==> config.mk <==
export PLATFORM = sky130hd
export DESIGN_NAME = debounced_on_time_timer_alarm
export DESIGN_NICKNAME = d
export VERILOG_FILES = /design/src/rtl/dotta_pkg.sv /design/src/rtl/debounced_on_time_timer_alarm.sv
export SDC_FILE = /design/constraint.sdc
export NUM_CORES = 1
export LEC_CHECK = 0
export BUFFER_PORTS_ARGS = -buffer_cell sky130_fd_sc_hd__buf_4
export CORE_UTILIZATION = 40
export DETAILED_ROUTE_END_ITERATION = 10
export GPL_ROUTABILITY_DRIVEN = 0
export PLACE_DENSITY_LB_ADDON = 0.08
export SLEW_MARGIN = 0
export SYNTH_ARGS = -nofsm -noshare
export SYNTH_HDL_FRONTEND = slang
export SYNTH_SLANG_ARGS = --single-unit
==> constraint.sdc <==
create_clock -name clk_i -period 24.7 [get_ports clk_i]
set_clock_uncertainty 0.1 [all_clocks]
set_input_delay 0 -clock clk_i [delete_from_list [all_inputs] [get_ports clk_i]]
set_output_delay 0 -clock clk_i [all_outputs]
set_load 0.01 [all_outputs]
==> src/rtl/dotta_pkg.sv <==
package dotta_pkg;

  // Fixed counter widths of the debounce, prescaler, seconds and blink counters.
  localparam int unsigned StableW  = 6;
  localparam int unsigned MilliW   = 10;
  localparam int unsigned SecondsW = 7;
  localparam int unsigned BlinkW   = 8;
  localparam int unsigned SegW     = 7;

  // Largest value the two-digit display can show.
  localparam logic [SecondsW-1:0] DisplayMax = SecondsW'(99);

  // Reset value of the alarm threshold register.
  localparam logic [SecondsW-1:0] ThresholdReset = SecondsW'(10);

  typedef logic [SegW-1:0] seg_t;

  // Active-low seven-segment codes for the decimal digits.
  localparam seg_t SegCode [10] = '{
    7'h40, 7'h79, 7'h24, 7'h30, 7'h19, 7'h12, 7'h02, 7'h78, 7'h00, 7'h18
  };

  // Tens digit of a value up to 99, by multiplying with 205/2048.
  function automatic logic [3:0] tens_of(input logic [SecondsW-1:0] value);
    logic [14:0] prod;
    prod = 15'(value) * 15'd205;
    return prod[14:11];
  endfunction

endpackage

==> src/rtl/debounced_on_time_timer_alarm.sv <==
// Debounced on-time timer with threshold alarm.
//
// Input channel: one transfer per millisecond tick, carrying raw_switch_i.
// A transfer takes place at a rising clock edge with in_valid_i high and
// in_stall_o low. Output channel: one result transfer per input transfer,
// taken at an edge with out_valid_o high and out_stall_i low. The result
// carries the debounced level, the blinking alarm LED, the elapsed seconds,
// the timing flag, the stop event with its over-threshold verdict, and the
// active-low seven-segment codes of both digits.
//
// The result of a tick is loaded into the result register at the edge that
// takes the tick and is offered from there until the receiver takes it.
// The block takes one tick per cycle while no result waits on a stalled
// receiver; the counters and the digit decode all settle between the tick
// transfer and the result register. The block asks the sender to stall only
// while a result is held and the receiver stalls, so a new tick is still
// taken in the same cycle that the waiting result is taken.
//
// The configuration channel writes the alarm threshold (cfg_data_i) at an
// edge with cfg_valid_i and cfg_ready_o high; it is always ready. Reset
// clears all counters and levels, empties the result register and loads
// the threshold with ten seconds.
module debounced_on_time_timer_alarm #(
  parameter int unsigned DEBOUNCE_TICKS   = 50,
  parameter int unsigned TICKS_PER_SECOND = 1000,
  parameter int unsigned BLINK_TICKS      = 250,
  parameter int unsigned MAX_SECONDS      = 99
) (
  input  logic                               clk_i,
  input  logic                               rst_ni,
  // Tick channel.
  input  logic                               in_valid_i,
  output logic                               in_stall_o,
  input  logic                               raw_switch_i,
  // Result channel.
  output logic                               out_valid_o,
  input  logic                               out_stall_i,
  output logic                               switch_on_o,
  output logic                               alarm_led_o,
  output logic [dotta_pkg::SecondsW-1:0]     elapsed_seconds_o,
  output logic                               timing_active_o,
  output logic                               stop_event_o,
  output logic                               exceeded_at_stop_o,
  output logic [dotta_pkg::SegW-1:0]         segment_tens_o,
  output logic [dotta_pkg::SegW-1:0]         segment_ones_o,
  // Threshold write channel.
  input  logic                               cfg_valid_i,
  output logic                               cfg_ready_o,
  input  logic [dotta_pkg::SecondsW-1:0]     cfg_data_i
);
  import dotta_pkg::*;

  localparam logic [StableW-1:0]  DebounceLim = StableW'(DEBOUNCE_TICKS);
  localparam logic [MilliW-1:0]   TickLim     = MilliW'(TICKS_PER_SECOND);
  localparam logic [BlinkW-1:0]   BlinkLim    = BlinkW'(BLINK_TICKS);
  localparam logic [SecondsW-1:0] SecondsMax  = SecondsW'(MAX_SECONDS);

  // Tick state.
  logic                accepted_q, accepted_d;
  logic [StableW-1:0]  stable_q, stable_d;
  logic [MilliW-1:0]   milli_q, milli_d;
  logic [SecondsW-1:0] seconds_q, seconds_d;
  logic                counting_q, counting_d;
  logic [BlinkW-1:0]   blink_cnt_q, blink_cnt_d;
  logic                blink_q, blink_d;
  logic [SecondsW-1:0] threshold_q;

  // Result register.
  logic                out_valid_q;
  logic                stop_q, stop_d;
  logic                over_q, over_d;
  seg_t                seg_tens_q, seg_tens_d;
  seg_t                seg_ones_q, seg_ones_d;

  logic                in_xfer;
  logic                out_busy;

  // The sender is held back only while a result waits on a stalled receiver.
  assign out_busy   = out_valid_q & out_stall_i;
  assign in_stall_o = out_busy;
  assign in_xfer    = in_valid_i & ~out_busy;
  assign cfg_ready_o = 1'b1;

  // Per tick: debounce and edge handling, then time counting, then blink, then digit decode.
  always_comb begin
    logic [StableW-1:0]  stable_inc;
    logic [MilliW-1:0]   milli_inc;
    logic [BlinkW-1:0]   blink_inc;
    logic [SecondsW-1:0] disp;
    logic [3:0]          tens;
    logic [3:0]          ones;
    logic [7:0]          tens_x10;

    accepted_d  = accepted_q;
    stable_d    = stable_q;
    milli_d     = milli_q;
    seconds_d   = seconds_q;
    counting_d  = counting_q;
    blink_cnt_d = blink_cnt_q;
    blink_d     = blink_q;
    stop_d      = 1'b0;
    over_d      = 1'b0;

    stable_inc = stable_q + StableW'(1);
    if (raw_switch_i != accepted_q) begin
      stable_d = stable_inc;
      if (stable_inc >= DebounceLim) begin
        accepted_d = raw_switch_i;
        stable_d   = '0;
        if (raw_switch_i) begin
          seconds_d  = '0;
          milli_d    = '0;
          counting_d = 1'b1;
        end else begin
          counting_d = 1'b0;
          stop_d     = 1'b1;
          over_d     = (seconds_q > threshold_q);
        end
      end
    end else begin
      stable_d = '0;
    end

    milli_inc = milli_d + MilliW'(1);
    if (counting_d) begin
      milli_d = milli_inc;
      if (milli_inc >= TickLim) begin
        milli_d = '0;
        if (seconds_d >= SecondsMax) begin
          seconds_d = SecondsMax;
        end else begin
          seconds_d = seconds_d + SecondsW'(1);
        end
      end
    end

    blink_inc = blink_cnt_q + BlinkW'(1);
    if (counting_d && (seconds_d > threshold_q)) begin
      blink_cnt_d = blink_inc;
      if (blink_inc >= BlinkLim) begin
        blink_cnt_d = '0;
        blink_d     = ~blink_q;
      end
    end else begin
      blink_cnt_d = '0;
      blink_d     = 1'b0;
    end

    disp       = (seconds_d > DisplayMax) ? DisplayMax : seconds_d;
    tens       = tens_of(disp);
    tens_x10   = {1'b0, tens, 3'b000} + {3'b000, tens, 1'b0};
    ones       = 4'(8'(disp) - tens_x10);
    seg_tens_d = SegCode[tens];
    seg_ones_d = SegCode[ones];
  end

  always_ff @(posedge clk_i or negedge rst_ni) begin
    if (!rst_ni) begin
      accepted_q  <= 1'b0;
      stable_q    <= '0;
      milli_q     <= '0;
      seconds_q   <= '0;
      counting_q  <= 1'b0;
      blink_cnt_q <= '0;
      blink_q     <= 1'b0;
      threshold_q <= ThresholdReset;
      out_valid_q <= 1'b0;
    end else begin
      if (cfg_valid_i) begin
        threshold_q <= cfg_data_i;
      end
      if (in_xfer) begin
        accepted_q  <= accepted_d;
        stable_q    <= stable_d;
        milli_q     <= milli_d;
        seconds_q   <= seconds_d;
        counting_q  <= counting_d;
        blink_cnt_q <= blink_cnt_d;
        blink_q     <= blink_d;
        out_valid_q <= 1'b1;
      end else if (!out_stall_i) begin
        out_valid_q <= 1'b0;
      end
    end
  end

  // Result fields that are not copies of the tick state.
  always_ff @(posedge clk_i) begin
    if (in_xfer) begin
      stop_q     <= stop_d;
      over_q     <= over_d;
      seg_tens_q <= seg_tens_d;
      seg_ones_q <= seg_ones_d;
    end
  end

  assign out_valid_o        = out_valid_q;
  assign switch_on_o        = accepted_q;
  assign alarm_led_o        = blink_q;
  assign elapsed_seconds_o  = seconds_q;
  assign timing_active_o    = counting_q;
  assign stop_event_o       = stop_q;
  assign exceeded_at_stop_o = over_q;
  assign segment_tens_o     = seg_tens_q;
  assign segment_ones_o     = seg_ones_q;

endmodule

# [After elaboration in Yosys (flattened, before gate mapping)]
# Memory sizes are Yosys's and may differ from the RTL's. A register that Yosys moved wholly into a read port is not among the register bits.
# Index checks and enable logic that the tools add are counted.
[classes] n_addsub=6 multipliers=1 div=0 order_cmp=7 eq_ne=3 n_shift=0 n_mux=24 n_bitwise=8 n_reduce_logical=5
[ops] operator="10-bit two-way mux" n=5
[ops] operator="7-bit two-way mux" n=7
[ops] operator="8-bit two-way mux" n=2
[ops] operator="7-bit by 8-bit multiplier with 15-bit output (second input constant)" n=1
[ops] operator="7-bit greater-than comparator" n=2
[ops] operator="6-bit two-way mux" n=2
[ops] operator="10-bit by 1-bit adder with 10-bit output (second input constant)" n=1
[ops] operator="10-bit >= comparator (second input constant)" n=1
[ops] operator="4-bit inverter with 5-bit output" n=2
[ops] operator="8-bit by 1-bit adder with 8-bit output (second input constant)" n=1
[ops] operator="8-bit >= comparator (second input constant)" n=1
[ops] operator="1-bit two-way mux" n=8
[ops] operator="7-bit by 1-bit adder with 7-bit output (second input constant)" n=1
[ops] operator="7-bit >= comparator (second input constant)" n=1
[ops] operator="7-bit greater-than comparator (second input constant)" n=1
[ops] operator="6-bit by 1-bit adder with 6-bit output (second input constant)" n=1
[ops] operator="6-bit >= comparator (second input constant)" n=1
[ops] operator="4-bit adder" n=1
[ops] operator="2-bit by 1-bit != test with 1-bit output (second input constant)" n=2
[ops] operator="1-bit inverter" n=4
[ops] operator="2-bit AND reduction" n=2
[ops] operator="4-bit subtractor" n=1
[ops] operator="3-bit AND reduction" n=1
[ops] operator="3-bit OR reduction" n=1
[ops] operator="3 further kinds" n=4
[word_totals] ff_bits=44 latchBits=0 mem_bits_rw=0 mem_bits_ro=224 input_bits=13 output_inout_bits=29 word_cells=67 mem_count=2
[memory_table] memory="(no name shown)" words=16 word_bits=7 rd=1 rd_clocked_by_memory_dff=1 write_ports=0 line="debounced_on_time_timer_alarm.sv:154" rtl="seg_ones_d = SegCode[ones];"
[memory_table] memory="(no name shown)" words=16 word_bits=7 rd=1 rd_clocked_by_memory_dff=1 write_ports=0 line="debounced_on_time_timer_alarm.sv:153" rtl="seg_tens_d = SegCode[tens];"

# [Longest topological paths before layout]
# Gate-level depths: netlist (run 1).
[depth] word_depth=14 depth_mapped=44 mapped_depth_nobuf=38

# [Worst setup path before layout (run 1)]
# No wires, ideal clock.
[synth_path] kind="reg2reg" startpoint="register stable_q[0]" endpoint="register seg_ones_q[3], in the netlist segment_ones_o[3] (data pin)" setup_ns=0.260 t_arrival_ns=9.025 required_time_ns=24.340 slack_ns=15.315 stages_incl_launch_ff=42 n_path_buf=6 synth_period_minus_slack_ns=9.385 cell_sequence="dfrtp_1 -> ha_1 -> xor2_1 -> nor3b_1 -> a221o_1 -> buf_6 -> or2_1 -> clkbuf_2 -> clkbuf_1 -> clkbuf_1 -> and2_1 -> ha_1 -> and2_1 -> buf_2 -> o2111ai_1 -> nand3_2 -> a221o_1 -> buf_6 -> (+6 left out) -> nor2_1 -> inv_1 -> fa_1 -> inv_1 -> ha_1 -> fa_1 -> ha_1 -> a21o_1 -> a21o_1 -> a21o_1 -> a221oi_1 -> nand2b_1 -> nand3_1 -> xor2_1 -> ha_1 -> xnor3_2 -> xor2_2 -> mux2_4"
[synth_via] elab_chain_cells=14 elab_cells_between_ends=21 cone_classes="5 x add/sub; 1 x mul; 4 x order compare; 10 x mux; 1 x bitwise"
[synth_lines] element="start, declared" line="debounced_on_time_timer_alarm.sv:60" rtl="logic [StableW-1:0] stable_q, stable_d;"
[synth_lines] element="start signal, assigned" line="debounced_on_time_timer_alarm.sv:174" rtl="stable_q <= stable_d;"
[synth_lines] element="6-bit by 1-bit adder with 6-bit output *" line="debounced_on_time_timer_alarm.sv:104" rtl="stable_inc = stable_q + StableW'(1);"
[synth_lines] element="6-bit >= comparator *" line="debounced_on_time_timer_alarm.sv:107" rtl="if (stable_inc >= DebounceLim) begin"
[synth_lines] element="10-bit two-way mux or 7-bit two-way mux (tied branches)" line="debounced_on_time_timer_alarm.sv:107"
[synth_lines] element="10-bit two-way mux or 7-bit two-way mux (tied branches)" line="debounced_on_time_timer_alarm.sv:105" rtl="if (raw_switch_i != accepted_q) begin"
[synth_lines] element="10-bit by 1-bit adder with 10-bit output, or another cell as far along" line="debounced_on_time_timer_alarm.sv:124" rtl="milli_inc = milli_d + MilliW'(1);"
[synth_lines] element="10-bit >= comparator or 7-bit two-way mux (tied branches)" line="debounced_on_time_timer_alarm.sv:127, debounced_on_time_timer_alarm.sv:129"
[synth_lines] element="7-bit two-way mux" line="debounced_on_time_timer_alarm.sv:127" rtl="if (milli_inc >= TickLim) begin"
[synth_lines] element="7-bit two-way mux *" line="debounced_on_time_timer_alarm.sv:125" rtl="if (counting_d) begin"
[synth_lines] element="7-bit greater-than comparator" line="debounced_on_time_timer_alarm.sv:149" rtl="disp = (seconds_d > DisplayMax) ? DisplayMax : seconds_d;"
[synth_lines] element="7-bit two-way mux *" line="debounced_on_time_timer_alarm.sv:149"
[synth_lines] element="7-bit by 8-bit multiplier with 15-bit output" line="dotta_pkg.sv:26" rtl="prod = 15'(value) * 15'd205;"
[synth_lines] element="4-bit adder" line="debounced_on_time_timer_alarm.sv:151" rtl="tens_x10 = {1'b0, tens, 3'b000} + {3'b000, tens, 1'b0};"
[synth_lines] element="4-bit subtractor *" line="debounced_on_time_timer_alarm.sv:152" rtl="ones = 4'(8'(disp) - tens_x10);"
[synth_lines] element="4-bit inverter with 5-bit output (not written as such) *" line="debounced_on_time_timer_alarm.sv:154"
[synth_lines] element="end, declared" line="debounced_on_time_timer_alarm.sv:73" rtl="seg_t seg_ones_q, seg_ones_d;"
# Mark *: on every way between the ends. The rest lies on a longest branch, timed or not.
# A chain may end at the register's enable or synchronous reset.

# [Worst setup path in the final report (run 1)]
# Ends and elaborated chain as after synthesis.

==> impl_metrics.csv, run 1 <==
group,metric,value,unit
synth,syn_inst,564,
die,core-area,0.0122,mm²
finish,finalNetCount,707,
routing,drt-initial-drc-count,341,
timing,setup_violations,0,
die,pin_count,42,
pwr,power.total,403,µW
clock_tree,post_cts_resized,0,
clock_tree,cts.path.max_buffers,2,
global_routing,grt_pass1_wl,20500,µm
clock_tree,cts_tree,"built",
worst_setup_path,crit_path_frequent_cell,"ha_1",
finish,fill_cells,1143,
finish,antenna_cells,0,
worst_setup_path,start_kind,"flop",
synth,synth_nets,649,
worst_setup_path,max_stage_delay,0.53,ns
timing,hold_viol_final,0,
synth,avgSynthCellArea,8.99,µm²
routing,post_drt_wl_per_cell,15.3,µm
pwr,ir_worst_vdd,0.0000415,V
die,die_area,0.0131,mm²
die,start_util,41.7,%
routing,routed_via_density,5.43,
timing,worst_pin_slew,1.02,ns
routing,wirelength,12100,µm
synth,ys_types,89,
pwr,power.density,67.2,mW/mm²
timing,whs,0.103,ns
timing,rsz0062_at_grt,"false",
finish,layout-drive-gt1-share,15.3,%
pwr,p_leak,0.00278,µW
synth,synth_warnings,0,
outcome,status,"finished, final reports clean",
clock_tree,htree_levels,3,
die,die_w,115,µm
synth,ys_seq_area_share,30.3,%
global_routing,grt_max_degree,43,
synth,synth_ff_type,"dfrtp_1",
synth,synth-seq-cells,58,
timing,min_period,10.05,ns
worst_setup_path,endpoint_kind,"flop",
worst_setup_path,critPathMaxFanout,26,
clock_tree,cts_sinks,58,
worst_setup_path,reg2reg_slack,14.65,ns
worst_setup_path,path_class,"reg2reg",
global_routing,grtUsageTotal,19.9,%
placed_design,portBuffers,40,
clock_tree,cts_buffers,9,
routing,ant_nets,0,
routing,firstDrtPassIters,5,
die,die_h,115,µm
finish,areaGrowthSynthToFinish,18.4,%
worst_setup_path,slowest_stage,"a221o_1",
flow_run,maxCapViolCount,0,
worst_setup_path,required,24.68,ns
routing,drc,0,
synth,synth-edff-count,16,
timing,fmax,0.0995,GHz
worst_hold_path,hold_path_class,"in2async",
routing,num_vias,4317,
timing,slew-limit-headroom,32.2,%
timing,final.period_utilization,40.7,%
clock_tree,worstSkewPairLatency,0.34,ns
clock_tree,clk_pin_slew,0.05,ns
synth,syn_area,0.00507,mm²
timing,tns,0,ns
placed_design,hpwlAfterDp,8910,µm
worst_setup_path,crit_arrival,10.04,ns
clock_tree,ctsRootBufferMaster,"clkbuf_16",
global_routing,grt_pass1_vias,4162,
worst_setup_path,rr_worst_depth,35,
global_routing,antenna_found_initial,0,
timing,drv_slew,0,
global_routing,gr-total-overflow,0,
synth,async_reset_ff_share,72.4,%
die,rows,40,
per-stage QoR:
step / std cells / setup slack, ns / area [µm²] / util [%]
6_report: 795 / 14.65 / 6000 / 49.3
5_1_grt: 795 / 13.86 / 6000 / 49.3
4_1_cts: 795 / 14.64 / 6000 / 49.3
3_5_place_dp: 755 / 14.66 / 5480 / 45.1
3_3_place_gp: 755 / 14.80 / 5480 / 45.1
2_1_floorplan: 564 / 15.31 / 5070 / -
synth_stat cells (all sizes together) (3+ instances only):
cell type,count,share of area (%)
ha,64,16
o211ai,3,0.54
nand4,7,1.3
mux2,4,0.96
or3,3,0.47
a211oi,3,0.54
nand2b,13,1.6
nand3,21,2.2
nor3b,4,0.69
a21oi,32,3.5
or2,4,0.49
fa,8,3.2
o31ai,9,1.3
buf,7,1.3
nor2b,5,0.62
and4,4,0.72
a221o,3,0.62
and2,9,1.2
a21boi,3,0.44
and3,10,1.3
inv,43,3.2
xnor2,7,1.2
clkbuf,14,1.3
a21o,6,0.91
nor3,10,1.1
nor2,27,2.0
o21ai,67,6.8
o21a,3,0.44
nand2,66,4.9
dfrtp,40,20
xor2,7,1.4
o22ai,4,0.62
mux2i,3,0.59
edfxtp,16,9.5
routing by layer:
metal,GRT usage [%],part of all wire (%),vias up
li1,-,-,2147
met1,26.3,47,2042
met2,32.6,47,103
met3,3.07,3.7,25
met4,7.97,2.1,0
met5,0,0,-
final timing paths:
kind,from,to
max in group asynchronous,rst_ni,elapsed_seconds_o[4]$_DFFE_PN0P_
setup reg to reg,stable_q[0]$_DFFE_PN0P_,segment_ones_o[3]$_DFFE_PP_
hold / removal,rst_ni,blink_cnt_q[2]$_DFFE_PN0P_
min in group clk_i,out_stall_i,in_stall_o
setup / recovery,stable_q[0]$_DFFE_PN0P_,segment_ones_o[3]$_DFFE_PP_
hold reg to reg,milli_q[1]$_DFFE_PN0P_,milli_q[1]$_DFFE_PN0P_
critical path: cells and delay by family, from the launching register on:
family,cells,cell delay [ns]
mux,1,0.32
fa+ha+maj,8,2.43
xor+xnor,4,1.27
compound gates,9,2.71
simple gates,9,2.05
flops,1,0.43
buf+inv,4,0.44
timing repair:
action                                  4_1_cts  5_1_grt
hold buffers                                 24        0
endpoints found under the hold margin        52        0
setup buffers                                 0        0
endpoints found under the setup margin        0        0
layout by cell type, fill, tap and decap left out, types with 4 or more instances in the layout:
cell type,instances
a21o_1,5
a21oi_1,30
and2_1,5
and3_1,9
buf_4,44
clkbuf_16,9
dfrtp_1,40
dlygate4sd3_1,24
edfxtp_1,16
fa_1,8
ha_1,64
inv_1,42
nand2_1,66
nand2b_1,13
nand3_1,20
nand4_1,5
nor2_1,27
nor2b_1,5
nor3_1,9
o21ai_0,62
o21ai_1,4
o31ai_1,9
xnor2_1,7
xor2_1,6
sequential cells by signal, indices dropped and copies added (netlist names):
register,cells
segment_tens_o,7
elapsed_seconds_o,7
stable_q,6
switch_on_o,1
exceeded_at_stop_o,1
milli_q,10
threshold_q,7
segment_ones_o,7
alarm_led_o,1
blink_cnt_q,8
out_valid_o,1
stop_event_o,1
timing_active_o,1
layout make-up:
cell class,count,area [µm²],share of cell area [%]
multi-input combinational,442,3240,54.1
timing repair buffer,68,571,9.51
clock buffer,12,236,3.94
inverter,43,161,2.69
sequential,58,1530,25.6
tap,168,210,3.50
clock inverter,4,42.5,0.709
cells by family (layout without fill, tap and decap cells):
kind of cell,after synthesis,after routing,share of synthesized area [%]
compound gates,157,157,20.5
xor+xnor,15,15,3.04
fa+ha+maj,72,72,19.0
buf+inv,64,127,5.73
flops,58,58,30.3
mux,7,7,1.56
other cells,1,1,0.0740
simple gates,190,190,19.9
report_power, final:
part | switching [µW] | internal [µW] | total (µW)
clock network | 44.4 | 77.2 | 122
registers | 14.1 | 118 | 132
logic | 83.1 | 66.6 | 150
No activity file was read; power rests on OpenSTA's default activity.
==> inputs of run 2 (changes only) <==
- ABC_AREA: not set -> 1
- clock period: 24.7 -> 9.7 ns (I/O delays scaled with it)
==> impl_metrics.csv, run 2 <==
group,metric,value,unit
die,start_util,41.2,%
timing,worst_pin_slew,0.747,ns
timing,drv_slew,0,
worst_setup_path,critPathMaxFanout,23,
finish,layout_commonest_cell,"nand2_1",
timing,setup_violations,0,
clock_tree,htree_levels,3,
finish,top_regs,"milli_q (10), blink_cnt_q (8)",
synth,ys_seq_area_share,30.9,%
synth,synth-edff-count,16,
synth,yosysMostFrequentCell,"nand2_1",
global_routing,gr-total-overflow,0,
placed_design,hpwlAfterDp,8330,µm
routing,post_drt_wl_per_cell,12.5,µm
routing,drc,0,
routing,ant_nets,0,
synth,yosys.area.top_type,"dfrtp_1",
finish,finalNetCount,783,
die,rows,40,
clock_tree,cts_buffers,9,
synth,synth_ff_type,"dfrtp_1",
synth,avgSynthCellArea,7.86,µm²
clock_tree,cts_setup_buffers,0,
timing,fmax,0.113,GHz
die,die_h,113,µm
routing,routed_via_density,4.83,
synth,synthDominantCellAreaShare,20.2,%
synth,synth_commonest_cells,"132 x nand2_1, 111 x inv_1, 64 x ha_1",
worst_setup_path,endpoint_kind,"flop",
timing,tns,0,ns
synth,synth_nets,717,
worst_setup_path,r2r-start,"stable_q[0]$_DFFE_PN0P_",
clock_tree,clk_pin_slew,0.05,ns
flow_run,maxCapViolCount,0,
worst_setup_path,startpoint,"stable_q[0]$_DFFE_PN0P_",
worst_setup_path,worstPathBufferInverterCount,11,
worst_setup_path,max_stage_delay,0.45,ns
routing,wirelength,10900,µm
clock_tree,ctsRootBufferMaster,"clkbuf_16",
finish,regMostFlops,"milli_q",
worst_setup_path,path_class,"reg2reg",
outcome,status,"finished, final reports clean",
worst_setup_path,cp.depth,46,
global_routing,grt_max_degree,43,
timing,final.period_utilization,90.9,%
synth,synth-seq-cells,58,
timing,hold_viol_final,0,
finish,areaGrowthSynthToFinish,20.9,%
synth,async_reset_ff_share,72.4,%
worst_setup_path,crit_family,"simple AND/OR/NAND/NOR gates",
timing,rsz0062_at_grt,"false",
synth,synthTopCellsByArea,"dfrtp_1 20%, ha_1 16%, nand2_1 10%, edfxtp_1 9.7%, inv_1 8.4%",
global_routing,antenna_found_initial,0,
worst_setup_path,start_kind,"flop",
routing,drt-initial-drc-count,268,
clock_tree,cts.path.max_buffers,2,
clock_tree,cts_tree,"built",
die,core-area,0.0121,mm²
clock_tree,cts_sinks,58,
synth,syn_area,0.00497,mm²
placed_design,portBuffers,40,
synth,synth_warnings,0,
finish,layout_common_cells,"132 x nand2_1, 111 x inv_1, 64 x ha_1, 47 x nor2_1, 47 x nand3_1",
finish,largest_reg_flops,10,
clock_tree,worstSkewPairLatency,0.32,ns
global_routing,grtUsageTotal,18.2,%
die,pin_count,42,
worst_setup_path,required,9.77,ns
synth,ys_types,52,
timing,min_period,8.81,ns
die,die_w,113,µm
worst_setup_path,crit_arrival,8.89,ns
timing,slew-limit-headroom,50.0,%
die,die_area,0.0129,mm²
synth,syn_inst,632,
worst_setup_path,rr_worst_depth,46,
finish,antenna_cells,0,
routing,firstDrtPassIters,4,
global_routing,grt_pass1_vias,4065,
worst_setup_path,slowest_stage,"a2111oi_1",
routing,num_vias,4203,
worst_setup_path,crit_path_frequent_cell,"inv_1",
worst_hold_path,hold_path_class,"in2async",
global_routing,grt_pass1_wl,18600,µm
finish,layout-drive-gt1-share,15.2,%
run 2: worst paths after layout:
kind	slack [ns]	endpoint
worst max-delay path	0.89	segment_ones_o[5]$_SDFFCE_PP0P_
worst min-delay path	0.12	milli_q[7]$_DFFE_PN0P_
worst max register to register	0.89	segment_ones_o[5]$_SDFFCE_PP0P_
worst min register to register	0.38	milli_q[9]$_DFFE_PN0P_
max in group asynchronous	9.01	threshold_q[3]$_DFFE_PN1P_
min in group clk_i	0.24	in_stall_o
run 2: cell type report:
| type | count | area, µm² |
|---|---|---|
| Clock buffer | 9 | 225 |
| Clock inverter | 7 | 93.8 |
| Fill cell | 1143 | 6060 |
| Inverter | 116 | 449 |
| Multi-Input combinational cell | 448 | 2940 |
| Sequential cell | 58 | 1530 |
| Tap cell | 168 | 210 |
| Timing Repair Buffer | 65 | 548 |
run 2: per-layer routing:
metal,vias up,GRT usage (%),wire length [µm]
met4,0,6.14,115
li1,2200,-,-
met2,53,32.1,5450
met1,1942,22.9,5150
met5,-,0,0
met3,8,2.60,187
run 2: what timing repair did:
item | CTS | global route
hold buffers | 24 | 0
setup endpoints to repair | 0 | 7
endpoints found under the hold margin | 52 | 0
gates resized for setup | 0 | 3
run 2: metrics by stage:
stage / hold WS, ns / setup slack (ns) / utilization [%] / area, µm² / instances
final: 0.116 / 0.887 / 49.8 / 6000 / 871
after global placement: -0.0664 / 0.807 / 45.0 / 5430 / 831
after global routing: 0.172 / 0.0787 / 49.8 / 6000 / 871
after detailed placement: -0.0612 / 0.587 / 45.0 / 5430 / 831
after CTS: 0.132 / 0.539 / 49.6 / 5990 / 871
after floorplan: -0.396 / 1.78 / - / 4970 / 632
run 2: cell families after synthesis:
group / Yosys count / synth area share (%)
AND/OR/NAND/NOR: 283 / 26.8
buffers and inverters: 126 / 10.3
AO/OA/AOI/OAI: 77 / 9.45
adder cells (fa/ha/maj): 72 / 19.3
flip-flops: 58 / 30.9
XOR/XNOR: 14 / 3.00
other: 1 / 0.0755
multiplexers: 1 / 0.227
Power of run 2 is left out: the tool's default activity adds up to more than one toggle a clock period on the data nets, which glitch-free logic cannot reach.
